===== src/design/rlpt_pkg.sv =====
// Shared types, codes and constants of the refcounted linear probe table.
// No dependencies; every other design file refers to it by scoped names.
package rlpt_pkg;

	localparam int TABLE_DEPTH = 1024;
	localparam int KEY_BYTES   = 8;
	localparam int HASH_BITS   = 32;
	localparam int MOD_STEPS   = 4;   // remainder bits retired per cycle

	localparam logic [10:0] ACTIVE_RESET = 11'd1024;
	localparam logic [28:0] REF_MAX      = 29'h1FFFFFFF;
	localparam logic [31:0] HASH_MASK    = 32'((64'd1 << HASH_BITS) - 64'd1);

	// register indexes on the config port
	typedef enum logic {
		REG_ACTIVE_SLOTS = 1'b0,
		REG_REF_LIMIT    = 1'b1
	} reg_idx_t;

	typedef enum logic {
		OP_ACQUIRE = 1'b0,
		OP_RELEASE = 1'b1
	} op_t;

	typedef enum logic [2:0] {
		STAT_NEW      = 3'd0,
		STAT_FOUND    = 3'd1,
		STAT_RELEASED = 3'd2,
		STAT_REMOVED  = 3'd3,
		STAT_FULL     = 3'd4,
		STAT_NOTFOUND = 3'd5
	} status_t;

	typedef enum logic [2:0] {
		ST_CLEAR,
		ST_IDLE,
		ST_HOME,
		ST_PROBE,
		ST_WREAD,
		ST_WMOD
	} state_t;

	typedef struct packed {
		logic        action;
		logic [63:0] key_value;
		logic [3:0]  key_length;
		logic [31:0] hash_value;
	} req_t;

	typedef struct packed {
		logic [2:0]  status;
		logic [28:0] ref_count_after;
		logic        is_stuck;
		logic [10:0] probe_count;
		logic [10:0] live_entries;
		logic [31:0] handle_count;
	} rsp_t;

	// normalized request as queued between front and back
	typedef struct packed {
		op_t         op;
		logic [63:0] key;
		logic [3:0]  len;
		logic [31:0] hash;
	} item_t;

	// one table slot as stored in memory
	typedef struct packed {
		logic        valid;
		logic [63:0] key;
		logic [3:0]  len;
		logic [31:0] hash;
		logic [28:0] refs;
	} slot_t;

	// queue head as seen by the back end
	typedef struct packed {
		logic  valid;
		item_t item;
	} head_t;

	function automatic logic [63:0] key_mask(input logic [3:0] len);
		logic [63:0] m;
		m = '0;
		for (int i = 0; i < 8; i++) begin
			if (4'(i) < len) begin
				m[i*8 +: 8] = 8'hFF;
			end
		end
		return m;
	endfunction

endpackage


===== src/design/rlpt_front.sv =====
// Front end: takes requests, clamps length, masks key and hash, classifies the
// operation and queues the result (two entries). Depends on rlpt_pkg.
module rlpt_front (
	input  logic                clk,
	input  logic                arst_n,
	input  logic                req_valid,
	output logic                req_stall,
	input  rlpt_pkg::req_t      req_data,
	output rlpt_pkg::head_t     head,
	input  logic                pop
);
	rlpt_pkg::item_t q_q [2];
	logic       wptr_q, rptr_q;
	logic [1:0] cnt_q;
	logic       push;
	rlpt_pkg::item_t norm;

	// normalize the incoming request
	always_comb begin
		logic [3:0] len;
		len = (req_data.key_length > 4'(rlpt_pkg::KEY_BYTES)) ?
		      4'(rlpt_pkg::KEY_BYTES) : req_data.key_length;
		norm.op   = rlpt_pkg::op_t'(req_data.action);
		norm.len  = len;
		norm.key  = req_data.key_value & rlpt_pkg::key_mask(len);
		norm.hash = req_data.hash_value & rlpt_pkg::HASH_MASK;
	end

	assign req_stall = (cnt_q == 2'd2);
	assign push      = req_valid && !req_stall;

	always_ff @(posedge clk or negedge arst_n) begin
		if (!arst_n) begin
			wptr_q <= 1'b0;
			rptr_q <= 1'b0;
			cnt_q  <= 2'd0;
		end else begin
			if (push) wptr_q <= ~wptr_q;
			if (pop)  rptr_q <= ~rptr_q;
			cnt_q <= cnt_q + {1'b0, push} - {1'b0, pop};
		end
	end

	always_ff @(posedge clk) begin
		if (push) q_q[wptr_q] <= norm;
	end

	assign head.valid = (cnt_q != 2'd0);
	assign head.item  = q_q[rptr_q];

endmodule


===== config.mk =====
export PLATFORM = sky130hd
export DESIGN_NAME = rlpt_front
export DESIGN_NICKNAME = d
export VERILOG_FILES = /design/src/design/rlpt_pkg.sv /design/src/design/rlpt_front.sv
export SDC_FILE = /design/constraint.sdc
export NUM_CORES = 1
export LEC_CHECK = 0
export ABC_AREA = 1
export ABC_CLOCK_PERIOD_IN_PS = 9700
export BUFFER_PORTS_ARGS = -buffer_cell sky130_fd_sc_hd__buf_4
export CAP_MARGIN = 10
export CORE_UTILIZATION = 59
export CTS_BUF_LIST = sky130_fd_sc_hd__clkbuf_4 sky130_fd_sc_hd__clkbuf_8
export DETAILED_ROUTE_END_ITERATION = 8
export PLACE_DENSITY = 0.87
export RECOVER_POWER = 50
export SYNTH_ARGS = -nofsm -noshare
export SYNTH_HDL_FRONTEND = slang
export SYNTH_SLANG_ARGS = --single-unit

===== constraint.sdc =====
create_clock -name clk -period 9.7 [get_ports clk]
set_input_delay 0.97 -clock clk [delete_from_list [all_inputs] [get_ports clk]]
set_output_delay 0.97 -clock clk [all_outputs]
set_load 0.02 [all_outputs]

After elaboration in Yosys (flattened, before gate mapping)
Memory sizes are Yosys's and may differ from the RTL's.
Cells that the tools add are included.
{ "word_totals": {"ff_bits": 4, "latchBits": 0, "ram_bits": 202, "romBits": 0, "input_bits": 105, "out_inout_bits": 103, "memories": 1} }
{ "mem_list": {"columns": ["name", "depth", "width", "rd", "rd_ports_with_merged_regs", "wr", "line", "text"], "rows": [
  ["q_q", 2, 101, 1, 0, 1, "rlpt_front.sv:12", "rlpt_pkg::item_t q_q [2];"]
]} }
{ "classes": {"add_sub_neg": 2, "n_mul": 0, "div": 0, "magnitude_cmp": 9, "eq_ne": 1, "n_shift": 0, "mux": 11, "n_bitwise": 3, "n_reduce_logical": 3} }
{ "op_table": {"columns": ["op", "n"], "rows": [
  ["bitwise AND 64 bit", 1],
  ["2-to-1 mux 8 bit", 8],
  ["less-than comparator 3 x 4 -> 1 bit (first input constant)", 4],
  ["less-than comparator 1 x 4 -> 1 bit (first input constant)", 2],
  ["less-than comparator 2 x 4 -> 1 bit (first input constant)", 2],
  ["> comparator 4 bit (second input constant)", 1],
  ["2-to-1 mux 4 bit", 1],
  ["adder 2 x 1 -> 2 bit", 1],
  ["== test 2 bit (second input constant)", 1],
  ["2-to-1 mux 1 bit", 2],
  ["inverter 1 bit", 2],
  ["nonzero test 2 bit", 1],
  ["subtractor 2 x 1 -> 2 bit", 1],
  ["logical AND 1 bit", 1],
  ["zero test 1 bit", 1]
]} }

Logic depth before layout (Yosys ltp)
{ "logic_depth": {"depth_word": 5, "ltp_mapped": 9} }

Worst setup path before layout
No wires, ideal clock.
{ "synth_path": {"path_kind": "in2reg", "from": "in req_valid", "to": "mem q_q[1][0] (netlist name), enable pin", "setup_ns": 0.561, "t_arrival_ns": 5.257, "slack_ns": 3.882, "path_stages": 2, "n_path_buf": 0, "path_cell_list": "nand2_1 -> nor2_1"} }
{ "synth_via": {"elab_chain_cells": 3} }
{ "synth_lines": {"columns": ["element", "line", "text"], "rows": [
  ["start, declared", "rlpt_front.sv:6", "input logic req_valid,"],
  ["logical AND 1 bit", "rlpt_front.sv:30", "assign push = req_valid && !req_stall;"],
  ["2-to-1 mux 1 bit", "rlpt_front.sv:45", "if (push) q_q[wptr_q] <= norm;"],
  ["2-to-1 mux 1 bit (implied by the code)", "rlpt_front.sv:45", null],
  ["end, declared", "rlpt_front.sv:12", null]
]} }
Every way passes these cells.

==> metrics.log <==
[metrics] most instantiated flip-flop cell in the synthesis netlist: sky130_fd_sc_hd__edfxtp_1
[metrics] number of standard-cell rows in the floorplan: 42
[metrics] Top Ports: 208
[metrics] status: finished, violations left
[metrics] master cell of the clock root buffer: sky130_fd_sc_hd__clkbuf_8
[metrics] worst setup margin: 4.72 ns
[metrics] netlist area before placement: 8300 um^2
[metrics] final critical path time including I/O delays and setup: 4.98 ns
[metrics] Yosys reg bits: 206
[metrics] RSZ-0062 raised after global routing: false
[metrics] critical path type: flop to output pin
[metrics] max-slew headroom at the worst pin: -81.9%
[metrics] global-route wire length before repair: 25,700 um
[metrics] leak pwr: 4.78 nW
[metrics] total count of hold-check failures in the final report: 0
[metrics] clk slew on worst S/H paths: 0.06 ns
[metrics] EDFF count, synth: 202
[metrics] cell types with the largest area share after synthesis: sky130_fd_sc_hd__edfxtp_1 73%, sky130_fd_sc_hd__inv_1 8.1%, sky130_fd_sc_hd__nand2_1 6.2%
[metrics] endpoint arrival time on the critical path: 4.01 ns
[metrics] commonest cells in the synthesized netlist: 202 x sky130_fd_sc_hd__edfxtp_1, 178 x sky130_fd_sc_hd__inv_1, 138 x sky130_fd_sc_hd__nand2_1
[metrics] busiest grt layer: met2
[metrics] number of distinct library cell variants in the gate-level netlist after synthesis: 20
[metrics] maximum number of buffers from clock root to sink: 3
[metrics] half-perimeter wire length after detailed placement: 10,900 um
[metrics] violated checks: capacitance limit, slew limit
[metrics] area growth from synthesis to layout: 26.6%
[metrics] count of mapped cells out of synthesis: 706
[metrics] count of final setup violators: 0
[metrics] aggregate global routing overflow: 0
[metrics] Slew Limit Fails: 165
[metrics] crit start category: flop
[metrics] number of global-route vias before repair: 5,364
[metrics] CTS Hold Buffers Added: 0
[metrics] total routed wirelength: 16,500 um
[metrics] drt wl/cell: 14.7 um
[metrics] vertical die dimension: 121 um
[metrics] DRT antenna net count: 0
[metrics] IR drop worst, VDD: 0.201 mV
[metrics] final period utilization: 51.4%
[metrics] total power divided by cell area: 302 nW/um^2
[metrics] Final #Nets: 1,035
[metrics] Filler cells: 861
[metrics] utilization after layout: 77.8%
[metrics] placer congestion estimate: 0.744
[metrics] Synth Area per Inst: 11.8 um^2
[metrics] met2 usage: 42.5%
[metrics] maximum number of pins on one net before global-route repair: 130
[metrics] antenna cell count: 0
[metrics] required time at the endpoint of the critical path: 8.73 ns
[metrics] First DRT Iteration DRCs: 462
[metrics] full die area: 14,500 um^2
[metrics] async set or reset register ratio after synthesis: 1.94%
[metrics] total of max-cap violations: 3
[metrics] timing-limited maximum frequency: 0.201 GHz
[metrics] core box area: 13,500 um^2
[metrics] setup bufs post-CTS: 0
[metrics] vias per cell: 4.86
[metrics] horizontal die dimension: 121 um
[metrics] Num Clock Sinks: 206
[metrics] count of buffers from port buffering: 207
[metrics] top-area cell type share of the netlist area: 73.1%
[metrics] clock latency reported for the late side of the worst-skew pair: 0.50 ns
[metrics] number of antenna violations at the first check in global routing: 0
[metrics] TritonCTS clock tree: built
[metrics] class of the worst hold path: input pin to async pin
[metrics] Worst Setup End Kind: output pin
[metrics] DP Worst Slack: 6.25 ns
[metrics] Post-Syn Nets: 813
[metrics] total number of vias: 5,475
[metrics] post-detailed-route DRC marker count: 0
[metrics] Critical Path Fanout Max: 129
[metrics] number of iterations in the first detailed-routing pass: 6
[metrics] largest area contributor in the netlist: sky130_fd_sc_hd__edfxtp_1
[metrics] number of gates given a new drive strength after cts: 0
[metrics] share of layout cells above drive strength 1: 25.6%
[metrics] global-route usage over all layers: 23.6%
[metrics] CTS H-tree lvls: 2
[metrics] met1 routing resource usage after global routing: 27.4%
[metrics] top-count cell post-synth: sky130_fd_sc_hd__edfxtp_1
[metrics] actual slew at the worst max-slew pin: 2.73 ns
[metrics] warning count from the yosys run: 0
[metrics] Total Negative Setup Slacks: 0 ns
[metrics] clock buffers created by TritonCTS: 34
[metrics] final clock skew: 0.0210 ns
[metrics] grt met3 use: 5.05%
[metrics] sequential-to-total area share from yosys stat: 74.3%
[metrics] initial core utilization: 61.5%
[flip-flops by register name (all words and copies together), names as in the netlist]
signal / count
cnt_q: 2
wptr_q: 1
q_q: 202
rptr_q: 1
[cells in the final DEF, fill, tap and decap left out]
master	synthesis	routed
sky130_fd_sc_hd__a21oi_1	2	2
sky130_fd_sc_hd__buf_4	1	174
sky130_fd_sc_hd__bufinv_16	0	1
sky130_fd_sc_hd__clkbuf_1	6	18
sky130_fd_sc_hd__clkbuf_4	0	29
sky130_fd_sc_hd__clkbuf_8	0	37
sky130_fd_sc_hd__clkinv_1	0	10
sky130_fd_sc_hd__clkinvlp_2	0	1
sky130_fd_sc_hd__dfrtp_1	4	4
sky130_fd_sc_hd__edfxtp_1	202	202
sky130_fd_sc_hd__ha_1	2	2
sky130_fd_sc_hd__inv_1	178	177
sky130_fd_sc_hd__nand2_1	138	140
sky130_fd_sc_hd__nand3_1	5	5
sky130_fd_sc_hd__nor2_1	44	44
sky130_fd_sc_hd__nor2_4	1	1
sky130_fd_sc_hd__nor3_1	0	1
sky130_fd_sc_hd__o21ai_0	82	82
sky130_fd_sc_hd__o21ai_1	19	19
sky130_fd_sc_hd__xor2_1	1	1
[worst max-delay path, stage by stage, from the launching register on]
cell and delay (ns):
sky130_fd_sc_hd__dfrtp_1 1.78, sky130_fd_sc_hd__buf_4 1.00, sky130_fd_sc_hd__o21ai_0 0.37, sky130_fd_sc_hd__buf_4 0.25
[where the power goes]
group / internal, W / total (W) / switching [W]
sequential: 0.00123 / 0.00132 / 0.0000888
combinational: 0.000407 / 0.00113 / 0.000721
clock: 0.000413 / 0.000722 / 0.000309
[stage by stage]
step                      hold WS, ns  area [um^2]  instances  power, W
after global routing            0.298        10500       1126   0.00334
after floorplan                 0.442         8300        706   0.00201
after detailed placement        0.478         9940       1068   0.00247
after CTS                       0.244        10600       1126   0.00319
final                           0.311        10500       1126   0.00317
after global placement          0.454         9940       1068   0.00244
[metal layers]
metal / share of wire, % / routed length [um]
met3: 6.6 / 1100
met4: 2.4 / 393
met2: 53 / 8710
met1: 38 / 6330
met5: 0 / 0
[kinds of logic after synthesis]
family	Yosys count	share of synthesized area (%)
buf+inv	203	10.1
xor+xnor	1	0.106
fa+ha+maj	2	0.301
simple gates	191	8.94
compound gates	103	6.21
flops	206	74.3
[worst paths after layout]
kind | end | slack [ns] | startpoint | cells past startpoint
min in group clk | wptr_q$_DFFE_PN0P_ | 0.49 | wptr_q$_DFFE_PN0P_ | 2
max in group asynchronous | cnt_q[0]$_DFF_PN0_ | 9.20 | arst_n | 1
hold reg to reg | wptr_q$_DFFE_PN0P_ | 0.49 | wptr_q$_DFFE_PN0P_ | 2
setup / recovery | head[94] | 4.72 | rptr_q$_DFFE_PN0P_ | 3
setup reg to reg | q_q[1][40]$_DFFE_PP_ | 5.81 | cnt_q[1]$_DFF_PN0_ | 5
hold / removal | cnt_q[1]$_DFF_PN0_ | 0.31 | arst_n | 1
[layout make-up]
class	count	area (um^2)	share of cell area, %
well taps	176	220	2.10
clock inverters	11	67.6	0.643
clock buffers	47	584	5.56
repair buffers	211	1520	14.4
inverters	178	669	6.37
flip-flops and latches	206	6170	58.7
multi-input cells	297	1280	12.2
Note: power is estimated with default switching activity, not from simulation.
